$ cat config.mk
export PLATFORM = sky130hd
export DESIGN_NAME = alarm_clock_scan_controller
export DESIGN_NICKNAME = d
export VERILOG_FILES = /design/src/design/acs_pkg.sv /design/src/design/alarm_clock_scan_controller.sv /design/src/design/acs_debounce.sv /design/src/design/acs_timekeep.sv /design/src/design/acs_display.sv
export VERILOG_INCLUDE_DIRS = /design/src /design/src/design
export SDC_FILE = /design/constraint.sdc
export NUM_CORES = 1
export LEC_CHECK = 0
export BUFFER_PORTS_ARGS = -buffer_cell sky130_fd_sc_hd__buf_4
export CORE_ASPECT_RATIO = 2
export CORE_UTILIZATION = 50
export DETAILED_ROUTE_END_ITERATION = 12
export GPL_ROUTABILITY_DRIVEN = 0
export GPL_TIMING_DRIVEN = 0
export HOLD_SLACK_MARGIN = 0.03
export PLACE_DENSITY = 0.76
export SYNTH_ARGS = -nofsm -noshare
export SYNTH_HDL_FRONTEND = slang
export SYNTH_HIERARCHICAL = 1
export SYNTH_SLANG_ARGS = --single-unit
export TNS_END_PERCENT = 5
$ cat constraint.sdc
create_clock -name clk_i -period 7.2 [get_ports clk_i]
set_input_delay 0.36 -clock clk_i [delete_from_list [all_inputs] [get_ports clk_i]]
set_output_delay 0.36 -clock clk_i [all_outputs]
set_load 0.005 [all_outputs]
$ cat src/design/assert_macros.svh
// Assertion macros shared by the design files.
`ifndef ASSERT_MACROS_SVH
`define ASSERT_MACROS_SVH

`ifndef SYNTHESIS

`define ACS_ASSERT(lbl, clk, rst_n, prop) \
  lbl: assert property (@(posedge clk) disable iff (!(rst_n)) (prop)) \
    else $error("assertion failed");

`define ACS_ASSERT_NEVER(lbl, clk, rst_n, expr) \
  lbl: assert property (@(posedge clk) disable iff (!(rst_n)) !(expr)) \
    else $error("forbidden condition seen");

`else

`define ACS_ASSERT(lbl, clk, rst_n, prop)

`define ACS_ASSERT_NEVER(lbl, clk, rst_n, expr)

`endif

`endif

$ cat src/design/acs_pkg.sv
package acs_pkg;

  // Default configuration of the top level.
  localparam int NUM_BUTTONS_DEF          = 8;
  localparam int OVERFLOWS_PER_SECOND_DEF = 128;
  localparam int DEBOUNCE_SAMPLES_DEF     = 8;

  // Buttons that carry an action; higher buttons are ignored.
  localparam int NUM_ACTIONS = 6;

  localparam int BTN_CLEAR        = 0;
  localparam int BTN_ADD_MINUTE   = 1;
  localparam int BTN_ADD_HOUR     = 2;
  localparam int BTN_ALARM_TOGGLE = 3;
  localparam int BTN_ADD_AMINUTE  = 4;
  localparam int BTN_ADD_AHOUR    = 5;

  localparam logic [5:0] MINUTE_MAX = 6'd59;
  localparam logic [5:0] SECOND_MAX = 6'd59;
  localparam logic [4:0] HOUR_MAX   = 5'd23;
  localparam logic [4:0] HOUR_TWO_DIGITS = 5'd10;

  localparam logic [7:0] DARK_CODE   = 8'hFF;
  localparam logic [7:0] COLON_RESET = 8'hFC;

  localparam logic [7:0] SEG_TABLE [10] = '{
    8'hC0, 8'hF9, 8'hA4, 8'hB0, 8'h99, 8'h92, 8'h82, 8'hF8, 8'h80, 8'h98
  };

  typedef enum logic [2:0] {
    POS_MIN_ONES  = 3'd0,
    POS_MIN_TENS  = 3'd1,
    POS_COLON     = 3'd2,
    POS_HOUR_ONES = 3'd3,
    POS_HOUR_TENS = 3'd4
  } pos_e;

  typedef struct packed {
    logic [4:0] hour;
    logic [5:0] minute;
    logic [5:0] second;
    logic [4:0] alarm_hour;
    logic [5:0] alarm_minute;
    logic       alarm_on;
    logic       colon_on;
  } time_t;

  function automatic logic [3:0] tens_of(logic [5:0] v);
    logic [3:0] t;
    if (v >= 6'd60) t = 4'd6;
    else if (v >= 6'd50) t = 4'd5;
    else if (v >= 6'd40) t = 4'd4;
    else if (v >= 6'd30) t = 4'd3;
    else if (v >= 6'd20) t = 4'd2;
    else if (v >= 6'd10) t = 4'd1;
    else t = 4'd0;
    return t;
  endfunction

  function automatic logic [3:0] ones_of(logic [5:0] v);
    logic [5:0] t;
    t = {2'b00, tens_of(v)};
    return 4'(v - (t << 3) - (t << 1));
  endfunction

  function automatic logic [7:0] seg_of(logic [3:0] d);
    logic [7:0] code;
    if (d <= 4'd9) code = SEG_TABLE[d];
    else code = DARK_CODE;
    return code;
  endfunction

endpackage

$ cat src/design/alarm_clock_scan_controller.sv
// Alarm clock scan controller: each request is one display scan pass carrying the raw
// button levels and a timer-overflow flag, and yields one result with the segment code
// for the position driven and the clock and alarm state after the pass. A request is
// taken every clock while results are consumed. A request is held in the input register,
// and its result is held in the result register. While a result waits to be consumed,
// one more request is taken into the input register; after that the input stalls until
// the result is taken. The colon pattern register may be written only while idle.
`include "assert_macros.svh"

module alarm_clock_scan_controller import acs_pkg::*; #(
  parameter int NUM_BUTTONS          = NUM_BUTTONS_DEF,
  parameter int OVERFLOWS_PER_SECOND = OVERFLOWS_PER_SECOND_DEF,
  parameter int DEBOUNCE_SAMPLES     = DEBOUNCE_SAMPLES_DEF
) (
  input  logic       clk_i,
  input  logic       rst_ni,
  input  logic       in_valid_i,
  output logic       in_ready_o,
  input  logic [7:0] buttons_raw_i,
  input  logic       timer_overflow_i,
  output logic       out_valid_o,
  input  logic       out_ready_i,
  output logic [7:0] segment_code_o,
  output logic [2:0] digit_select_o,
  output logic [4:0] hours_now_o,
  output logic [5:0] minutes_now_o,
  output logic [5:0] seconds_now_o,
  output logic [4:0] alarm_hour_out_o,
  output logic [5:0] alarm_minute_out_o,
  output logic       alarm_armed_o,
  input  logic       cfg_we_i,
  input  logic [7:0] cfg_wdata_i
);

  logic                   in_valid_q;
  logic [NUM_BUTTONS-1:0] buttons_q;
  logic                   overflow_q;
  logic                   out_valid_q;
  logic [7:0]             colon_pattern_q;
  logic                   step;
  logic [NUM_ACTIONS-1:0] fire;
  time_t                  time_next;
  logic [7:0]             code;
  logic [2:0]             pos;

  logic [7:0] code_q;
  logic [2:0] pos_q;
  time_t      time_q;

  assign step       = in_valid_q && (!out_valid_q || out_ready_i);
  assign in_ready_o = !in_valid_q || step;

  always_ff @(posedge clk_i or negedge rst_ni) begin
    if (!rst_ni) begin
      in_valid_q      <= 1'b0;
      out_valid_q     <= 1'b0;
      colon_pattern_q <= COLON_RESET;
    end else begin
      if (in_ready_o) in_valid_q <= in_valid_i;
      if (step) out_valid_q <= 1'b1;
      else if (out_ready_i) out_valid_q <= 1'b0;
      if (cfg_we_i) colon_pattern_q <= cfg_wdata_i;
    end
  end

  always_ff @(posedge clk_i) begin
    if (in_valid_i && in_ready_o) begin
      buttons_q  <= buttons_raw_i[NUM_BUTTONS-1:0];
      overflow_q <= timer_overflow_i;
    end
    if (step) begin
      code_q <= code;
      pos_q  <= pos;
      time_q <= time_next;
    end
  end

  acs_debounce #(
    .NumButtons      (NUM_BUTTONS),
    .DebounceSamples (DEBOUNCE_SAMPLES)
  ) u_debounce (
    .clk_i  (clk_i),
    .rst_ni (rst_ni),
    .step_i (step),
    .raw_i  (buttons_q),
    .fire_o (fire)
  );

  acs_timekeep #(
    .OverflowsPerSecond (OVERFLOWS_PER_SECOND)
  ) u_timekeep (
    .clk_i      (clk_i),
    .rst_ni     (rst_ni),
    .step_i     (step),
    .overflow_i (overflow_q),
    .fire_i     (fire),
    .time_o     (time_next)
  );

  acs_display u_display (
    .clk_i           (clk_i),
    .rst_ni          (rst_ni),
    .step_i          (step),
    .time_i          (time_next),
    .colon_pattern_i (colon_pattern_q),
    .code_o          (code),
    .pos_o           (pos)
  );

  assign out_valid_o        = out_valid_q;
  assign segment_code_o     = code_q;
  assign digit_select_o     = pos_q;
  assign hours_now_o        = time_q.hour;
  assign minutes_now_o      = time_q.minute;
  assign seconds_now_o      = time_q.second;
  assign alarm_hour_out_o   = time_q.alarm_hour;
  assign alarm_minute_out_o = time_q.alarm_minute;
  assign alarm_armed_o      = time_q.alarm_on;

  `ACS_ASSERT(a_ready_when_empty, clk_i, rst_ni, !out_valid_q |-> in_ready_o)
  `ACS_ASSERT(a_step_fills_result, clk_i, rst_ni, step |=> out_valid_q)
  `ACS_ASSERT_NEVER(a_step_without_item, clk_i, rst_ni, step && !in_valid_q)

endmodule

$ cat src/design/acs_debounce.sv
module acs_debounce import acs_pkg::*; #(
  parameter int NumButtons      = NUM_BUTTONS_DEF,
  parameter int DebounceSamples = DEBOUNCE_SAMPLES_DEF
) (
  input  logic                   clk_i,
  input  logic                   rst_ni,
  input  logic                   step_i,
  input  logic [NumButtons-1:0]  raw_i,
  output logic [NUM_ACTIONS-1:0] fire_o
);

  localparam logic [DebounceSamples:0] FirePattern = {1'b1, {DebounceSamples{1'b0}}};

  logic [DebounceSamples:0] hist_q [NumButtons];
  logic [DebounceSamples:0] hist_d [NumButtons];
  logic [NumButtons-1:0]    fire;

  // A button fires once: high in the oldest sample, low in all newer ones.
  always_comb begin
    for (int b = 0; b < NumButtons; b++) begin
      hist_d[b] = {hist_q[b][DebounceSamples-1:0], raw_i[b]};
      fire[b]   = (hist_d[b] == FirePattern);
    end
  end

  always_ff @(posedge clk_i or negedge rst_ni) begin
    if (!rst_ni) begin
      for (int b = 0; b < NumButtons; b++) begin
        hist_q[b] <= '0;
      end
    end else if (step_i) begin
      for (int b = 0; b < NumButtons; b++) begin
        hist_q[b] <= hist_d[b];
      end
    end
  end

  assign fire_o = fire[NUM_ACTIONS-1:0];

endmodule

$ cat src/design/acs_timekeep.sv
`include "assert_macros.svh"

module acs_timekeep import acs_pkg::*; #(
  parameter int OverflowsPerSecond = OVERFLOWS_PER_SECOND_DEF
) (
  input  logic                   clk_i,
  input  logic                   rst_ni,
  input  logic                   step_i,
  input  logic                   overflow_i,
  input  logic [NUM_ACTIONS-1:0] fire_i,
  output time_t                  time_o
);

  localparam int PrescaleW = (OverflowsPerSecond > 1) ? $clog2(OverflowsPerSecond) : 1;
  localparam logic [PrescaleW:0] PrescaleTop = (PrescaleW + 1)'(OverflowsPerSecond);

  logic [PrescaleW-1:0] pre_q, pre_d;
  logic [PrescaleW:0]   pre_inc, pre_now;
  logic                 tick;
  time_t                time_q, time_d;

  logic [5:0] sec_a, min_a, min_b, amin_a;
  logic [4:0] hour_a, hour_b, ahour_a, ahour_b;
  logic       sec_c, min_c, amin_c, clr;

  always_comb begin
    pre_inc = {1'b0, pre_q} + 1'b1;
    pre_now = {1'b0, pre_q};
    tick    = overflow_i && (pre_inc >= PrescaleTop);
    if (!overflow_i) pre_d = pre_q;
    else if (tick) pre_d = '0;
    else pre_d = pre_inc[PrescaleW-1:0];

    clr = fire_i[BTN_CLEAR];

    // The clear button acts first, the add buttons after it in the same pass.
    sec_a   = time_q.second + {5'd0, tick};
    min_a   = (clr ? 6'd0 : time_q.minute) + {5'd0, fire_i[BTN_ADD_MINUTE]};
    hour_a  = (clr ? 5'd0 : time_q.hour) + {4'd0, fire_i[BTN_ADD_HOUR]};
    amin_a  = (clr ? 6'd0 : time_q.alarm_minute) + {5'd0, fire_i[BTN_ADD_AMINUTE]};
    ahour_a = (clr ? 5'd0 : time_q.alarm_hour) + {4'd0, fire_i[BTN_ADD_AHOUR]};

    // A button minute and a second carry both add to the minute in the same pass.
    sec_c  = sec_a > SECOND_MAX;
    min_b  = min_a + {5'd0, sec_c};
    min_c  = min_b > MINUTE_MAX;
    hour_b = hour_a + {4'd0, min_c};
    amin_c = amin_a > MINUTE_MAX;
    ahour_b = ahour_a + {4'd0, amin_c};

    time_d.second       = sec_c ? 6'd0 : sec_a;
    time_d.minute       = min_c ? 6'd0 : min_b;
    time_d.hour         = (hour_b > HOUR_MAX) ? 5'd0 : hour_b;
    time_d.alarm_minute = amin_c ? 6'd0 : amin_a;
    time_d.alarm_hour   = (ahour_b > HOUR_MAX) ? 5'd0 : ahour_b;
    time_d.alarm_on     = (clr ? 1'b0 : time_q.alarm_on) ^ fire_i[BTN_ALARM_TOGGLE];
    time_d.colon_on     = time_q.colon_on ^ tick;
  end

  always_ff @(posedge clk_i or negedge rst_ni) begin
    if (!rst_ni) begin
      pre_q  <= '0;
      time_q <= '0;
    end else if (step_i) begin
      pre_q  <= pre_d;
      time_q <= time_d;
    end
  end

  assign time_o = time_d;

  `ACS_ASSERT(a_time_range, clk_i, rst_ni, time_q.second <= SECOND_MAX && time_q.minute <= MINUTE_MAX && time_q.hour <= HOUR_MAX)
  `ACS_ASSERT(a_alarm_range, clk_i, rst_ni, time_q.alarm_minute <= MINUTE_MAX && time_q.alarm_hour <= HOUR_MAX)
  `ACS_ASSERT(a_prescale_range, clk_i, rst_ni, pre_now < PrescaleTop)

endmodule

$ cat src/design/acs_display.sv
`include "assert_macros.svh"

module acs_display import acs_pkg::*; (
  input  logic       clk_i,
  input  logic       rst_ni,
  input  logic       step_i,
  input  time_t      time_i,
  input  logic [7:0] colon_pattern_i,
  output logic [7:0] code_o,
  output logic [2:0] pos_o
);

  pos_e scan_q, scan_d;

  always_comb begin
    case (scan_q)
      POS_MIN_ONES:  code_o = seg_of(ones_of(time_i.minute));
      POS_MIN_TENS:  code_o = seg_of(tens_of(time_i.minute));
      POS_HOUR_ONES: code_o = seg_of(ones_of({1'b0, time_i.hour}));
      POS_HOUR_TENS: code_o = seg_of(tens_of({1'b0, time_i.hour}));
      default:       code_o = time_i.colon_on ? colon_pattern_i : DARK_CODE;
    endcase

    // The hour-tens position is skipped while the hour has one digit.
    case (scan_q)
      POS_MIN_ONES:  scan_d = POS_MIN_TENS;
      POS_MIN_TENS:  scan_d = POS_COLON;
      POS_COLON:     scan_d = POS_HOUR_ONES;
      POS_HOUR_ONES: scan_d = (time_i.hour < HOUR_TWO_DIGITS) ? POS_MIN_ONES : POS_HOUR_TENS;
      default:       scan_d = POS_MIN_ONES;
    endcase
  end

  always_ff @(posedge clk_i or negedge rst_ni) begin
    if (!rst_ni) begin
      scan_q <= POS_MIN_ONES;
    end else if (step_i) begin
      scan_q <= scan_d;
    end
  end

  assign pos_o = scan_q;

  `ACS_ASSERT(a_skip_hour_tens, clk_i, rst_ni, step_i && scan_q == POS_HOUR_ONES && time_i.hour < HOUR_TWO_DIGITS |=> scan_q == POS_MIN_ONES)
  `ACS_ASSERT(a_scan_holds, clk_i, rst_ni, !step_i |=> $stable(scan_q))

endmodule
Word level (Yosys, flattened, before mapping)
Memory sizes are Yosys's and may differ from the RTL's.
Cells that the tools add are included.
{"block": "classes", "n_addsub": 13, "order_cmp": 27, "eq_ne": 10, "n_mux": 45, "n_bitwise": 6, "n_reduce_logical": 10}
{"cell": "$mux 8", "count": 13}
{"cell": "$eq 9x9->1 const B", "count": 6}
{"cell": "$mux 4", "count": 12}
{"cell": "$pmux 8 s4", "count": 1}
{"cell": "$ge 5x5->1 const B", "count": 6}
{"cell": "$mux 6", "count": 5}
{"cell": "$add 6x1->6", "count": 4}
{"cell": "$add 5x1->5", "count": 4}
{"cell": "$mux 5", "count": 4}
{"cell": "$not 4->5", "count": 4}
{"cell": "$ge 5x6->1 const B", "count": 3}
{"cell": "$ge 6x6->1 const B", "count": 3}
{"cell": "$gt 6x6->1 const B", "count": 3}
{"cell": "$le 4x4->1 const B", "count": 4}
{"cell": "$sub 4x4->4", "count": 4}
{"cell": "$ge 6x5->1 const B", "count": 2}
{"cell": "$pmux 3 s4", "count": 1}
{"cell": "$gt 5x5->1 const B", "count": 2}
{"cell": "$mux 3", "count": 3}
{"cell": "$add 7x1->8 const B", "count": 1}
{"cell": "$ge 8x8->1 const B", "count": 1}
{"cell": "$mux 7", "count": 1}
{"cell": "$eq 3x2->1 const B", "count": 2}
{"cell": "$ge 6x4->1 const B", "count": 1}
{"cell": "12 further kinds", "count": 21}
{"block": "totals", "register_bits": 145, "romBits": 512, "input_bits": 22, "out_inout_bits": 42, "wordCells": 143, "n_memories": 4}
{"memory": "(no name shown)", "depth": 16, "word_bits": 8, "read_ports": 1, "rd_ports_with_merged_regs": 0, "write_ports": 0, "line": "acs_pkg.sv:68", "rtl": "if (d <= 4'd9) code = SEG_TABLE[d];"}
{"memory": "(no name shown)", "depth": 16, "word_bits": 8, "read_ports": 1, "rd_ports_with_merged_regs": 0, "write_ports": 0, "line": "acs_pkg.sv:68"}
{"memory": "(no name shown)", "depth": 16, "word_bits": 8, "read_ports": 1, "rd_ports_with_merged_regs": 0, "write_ports": 0, "line": "acs_pkg.sv:68"}
{"memory": "(no name shown)", "depth": 16, "word_bits": 8, "read_ports": 1, "rd_ports_with_merged_regs": 0, "write_ports": 0, "line": "acs_pkg.sv:68"}

Logic depth before layout (Yosys ltp)
{"block": "depth", "depth_word": 26, "ltp_mapped": 32, "mapped_depth_nobuf": 30}

Modules after synthesis
Netlist, hierarchy kept.
{"module": "acs_timekeep", "instances": 1, "cells_each": 261, "area_per_inst_um2": 2432.3, "seq_area_each_um2": 925.9}
{"module": "acs_debounce", "instances": 1, "cells_each": 119, "area_per_inst_um2": 1906.8, "seq_area_each_um2": 1201.2}
{"module": "alarm_clock_scan_controller", "instances": 1, "cells_each": 74, "area_per_inst_um2": 1899.3, "seq_area_each_um2": 1729.2}
{"module": "acs_display", "instances": 1, "cells_each": 200, "area_per_inst_um2": 1461.4, "seq_area_each_um2": 75.1}

Worst setup path before layout
Ideal clock, no wire load.
{"block": "synth_timing", "path_kind": "register to register", "startpoint": "reg u_timekeep.pre_q[2]", "endpoint": "reg code_q[6] (netlist: segment_code_o[6]) (data pin)", "setup_time_ns": 0.268, "arrival_time_ns": 6.572, "t_required_ns": 6.932, "setup_slack_ns": 0.361, "stages_incl_launch_ff": 30, "path_buffers": 2, "period_less_slack_ns": 6.839, "path_cell_list": "dfrtp_1 > nand4_1 > nor2_1 > ha_1 > ha_1 > xor2_1 > and3_1 > and2b_1 > inv_2 > fa_1 > inv_1 > ha_1 > clkbuf_1 > xor2_1 > nand3b_1 > a211oi_4 > fa_1 > ha_1 > nand3_1 > xor2_1 > nor3b_1 > a21boi_1 > a22o_1 > inv_2 > ha_1 > xor2_1 > clkbuf_1 > mux2_2 > a311oi_1 > o22ai_1"}
{"item": "start: declaration", "line": "acs_timekeep.sv:17", "rtl": "logic [PrescaleW-1:0] pre_q, pre_d;"}
{"item": "start signal: assignment", "line": "acs_timekeep.sv:65", "rtl": "pre_q <= pre_d;"}
{"item": "end signal: assignment", "line": "alarm_clock_scan_controller.sv:72", "rtl": "code_q <= code;"}
{"item": "end: declaration", "line": "alarm_clock_scan_controller.sv:46", "rtl": "logic [7:0] code_q;"}

==> results.yml <==
sta:
  setup_ws_ns: 0.327
  finalSetupViolCount: 0
  worstMarginPinSlew_ns: 0.851
  relSlewSlack: 0.428
  min_period_ns: 6.87
  finalSetupTns_ns: 0
  clock_skew_ns: 0.0104
  post-route-period-util: 0.955
  hold_violations: 0
  whs_ns: 0.0990
  final_max_slew_viol_count: 0
  clock.fmax_ghz: 0.145
logic_synthesis:
  syn_inst: 652
  synth_area_um2: 7640
  yosys_warnings: 6
  syn-num-nets: 711
  syn_area_per_cell_um2: 11.7
routing:
  routed_via_density: 5.80
  drc: 0
  first_iter_violations: 319
  wirelength_um: 17300
  final_antenna_net_count: 0
  routedWlPerCell_um: 18.1
  dr.pass1.iters: 5
  route.vias.total: 5541
final_layout:
  utilization: 0.621
  postLayoutCellArea_um2: 9260
  syn2layout_area_growth_pct: 21.2
  antenna_cells: 0
  layout.cells.non_filler: 955
  finalNetCount: 806
  drive_gt1_frac: 0.325
  nFillCells: 1154
outcome:
  status: "complete, no violations"
setup_path:
  end_kind: "register"
  rr_startpoint: "u_timekeep/pre_q[3]"
  reg2reg_to: "segment_code_o[2]"
  worstPathArrival_ns: 7.18
  cp_top_family: "adder cells"
  crit_slowest_cell: "fa_1"
  startpoint_type: "register"
  worstPathMaxFanout: 9
  criticalPathCategory: "reg2reg"
  reg2reg_depth: 30
  path_buf_inv: 3
  ff2ff_setup_slack_ns: 0.33
  crit_top_cell: "ha_2"
  worstPathRequired_ns: 7.51
  slowest_delay_ns: 0.44
placement:
  pre_cts_slack_ns: -1.10
  io_buffers: 60
  dp_hpwl_um: 12000
  placedInstanceArea_um2: 8360
  placedCellCount: 908
cts:
  clock-root-buffer: "clkbuf_16"
  clk_path_buf_depth: 2
  cts.sinks: 145
  clock_latency_ns: 0.43
  cts_tree: "yes"
  cts.clk_slew.worst_paths_ns: 0.07
  numCtsBuffers: 17
  h-tree-depth: 4
power:
  p_int_mw: 1.88
  sw_frac_of_total: 0.326
  powerDensity_nw_per_um2: 301
  power_leakage_nw: 3.97
  p_sw_mw: 0.910
  seqPwrFrac: 0.422
  ir_drop_uv: 224
  clock_power_share: 0.316
  p_comb_frac: 0.261
  finalPower_mw: 2.79
grt:
  globalRoute.totalOverflow: 0
  grt_pass1_wl_um: 27800
  grt_pass1_vias: 5848
  antenna_found_initial: 0
  grtUsageTotal: 0.237
  grt_max_degree: 99
worst_hold_path:
  holdPathStages: 1
  worst_hold_startpoint: "buttons_raw_i[4]"
  holdPathEnd: "buttons_q[4]"
  hold_class: "in2reg"
job:
  cap_violations: 0
floorplanning:
  core_region_area_um2: 14900
  core.rowCount: 63
  die_h_um: 177
  die_area_um2: 15800
  initial_core_util: 0.513
  ioPinCount: 64
  die_w_um: 89.4
placed cells by master, fill, tap and decap left out, types with 5 or more instances in the layout:
cell        n
xnor2_1    15
mux2_4      9
clkbuf_1    7
o22ai_1     6
mux2i_1     9
nor2_1     34
nand3_1     8
a21oi_1    28
o21ai_0    23
xor2_1     12
nor3_1     16
buf_2      10
clkbuf_16  17
nand2_1    40
buf_4      76
inv_1      24
ha_1       30
and4b_1     5
mux2_2     64
nand2b_1    8
dfrtp_1    91
nor2b_1    22
and2_1      7
edfxtp_1   47
dfstp_2     6
nor4_1      7
inv_8       8
metal layers:
metal	track usage	part of all wire	vias up
li1	-	-	2544
met5	0	0	-
met1	0.225	0.33	2749
met3	0.0536	0.041	64
met4	0.150	0.055	0
met2	0.437	0.57	184
power by group through the flow:
stage | logic (mW) | registers (mW) | clock network (mW)
after CTS | 0.691 | 1.18 | 0.897
after global routing | 0.788 | 1.20 | 0.936
after floorplan | 0.470 | 1.16 | 0
final | 0.728 | 1.18 | 0.882
after detailed placement | 0.677 | 1.19 | 0
after global placement | 0.638 | 1.18 | 0
state kept, by name, indices dropped and copies added (netlist names):
| name | flops |
|---|---|
| alarm_armed_o | 1 |
| alarm_hour_out_o | 5 |
| alarm_minute_out_o | 6 |
| buttons_q | 6 |
| colon_pattern_q | 8 |
| digit_select_o | 3 |
| hours_now_o | 5 |
| in_valid_q | 1 |
| minutes_now_o | 6 |
| out_valid_o | 1 |
| overflow_q | 1 |
| seconds_now_o | 6 |
| segment_code_o | 8 |
| u_debounce/hist_d | 48 |
| u_display/pos_o | 3 |
| u_timekeep/pre_q | 7 |
| u_timekeep/time_q | 30 |
worst max path at each step:
| stage | cells after the start | to | start | slack (ns) |
|---|---|---|---|---|
| 2_1_floorplan | 29 | segment_code_o[6] | u_timekeep/pre_q[2] | 0.36 |
| 3_3_place_gp | 26 | segment_code_o[6] | u_debounce/hist_d[67] | -0.91 |
| 3_5_place_dp | 28 | segment_code_o[6] | u_timekeep/pre_q[2] | -1.10 |
| 4_1_cts | 30 | segment_code_o[2] | u_timekeep/pre_q[2] | 0.02 |
| 5_1_grt | 29 | segment_code_o[6] | u_timekeep/pre_q[1] | -0.03 |
| 6_report | 30 | segment_code_o[2] | u_timekeep/pre_q[3] | 0.33 |
layout make-up:
class / count / area, um2 / share of cell area
buffer: 26 / 151 / 0.0164
clock inverter: 15 / 181 / 0.0196
multi-input combinational: 453 / 3660 / 0.396
timing repair buffer: 77 / 617 / 0.0666
clock buffer: 17 / 425 / 0.0460
inverter: 27 / 101 / 0.0109
tap: 195 / 244 / 0.0264
sequential: 145 / 3870 / 0.418
worst reg2reg max path: cells and delay by family (launching register included):
family          cells  cell delay [ns]
xor+xnor            3             0.55
buf+inv             3             0.22
flops               1             0.41
fa+ha+maj           8             2.23
simple gates        9             1.64
compound gates      7             1.70
timing repair:
action,CTS,global route
resized for setup,23,16
setup buffers,6,8
hold buffers,0,1
gates cloned,0,0
hold endpoints to repair,0,60
setup endpoints to repair,7,7
pin swaps,5,10
Note: power is estimated with default switching activity, not from simulation.
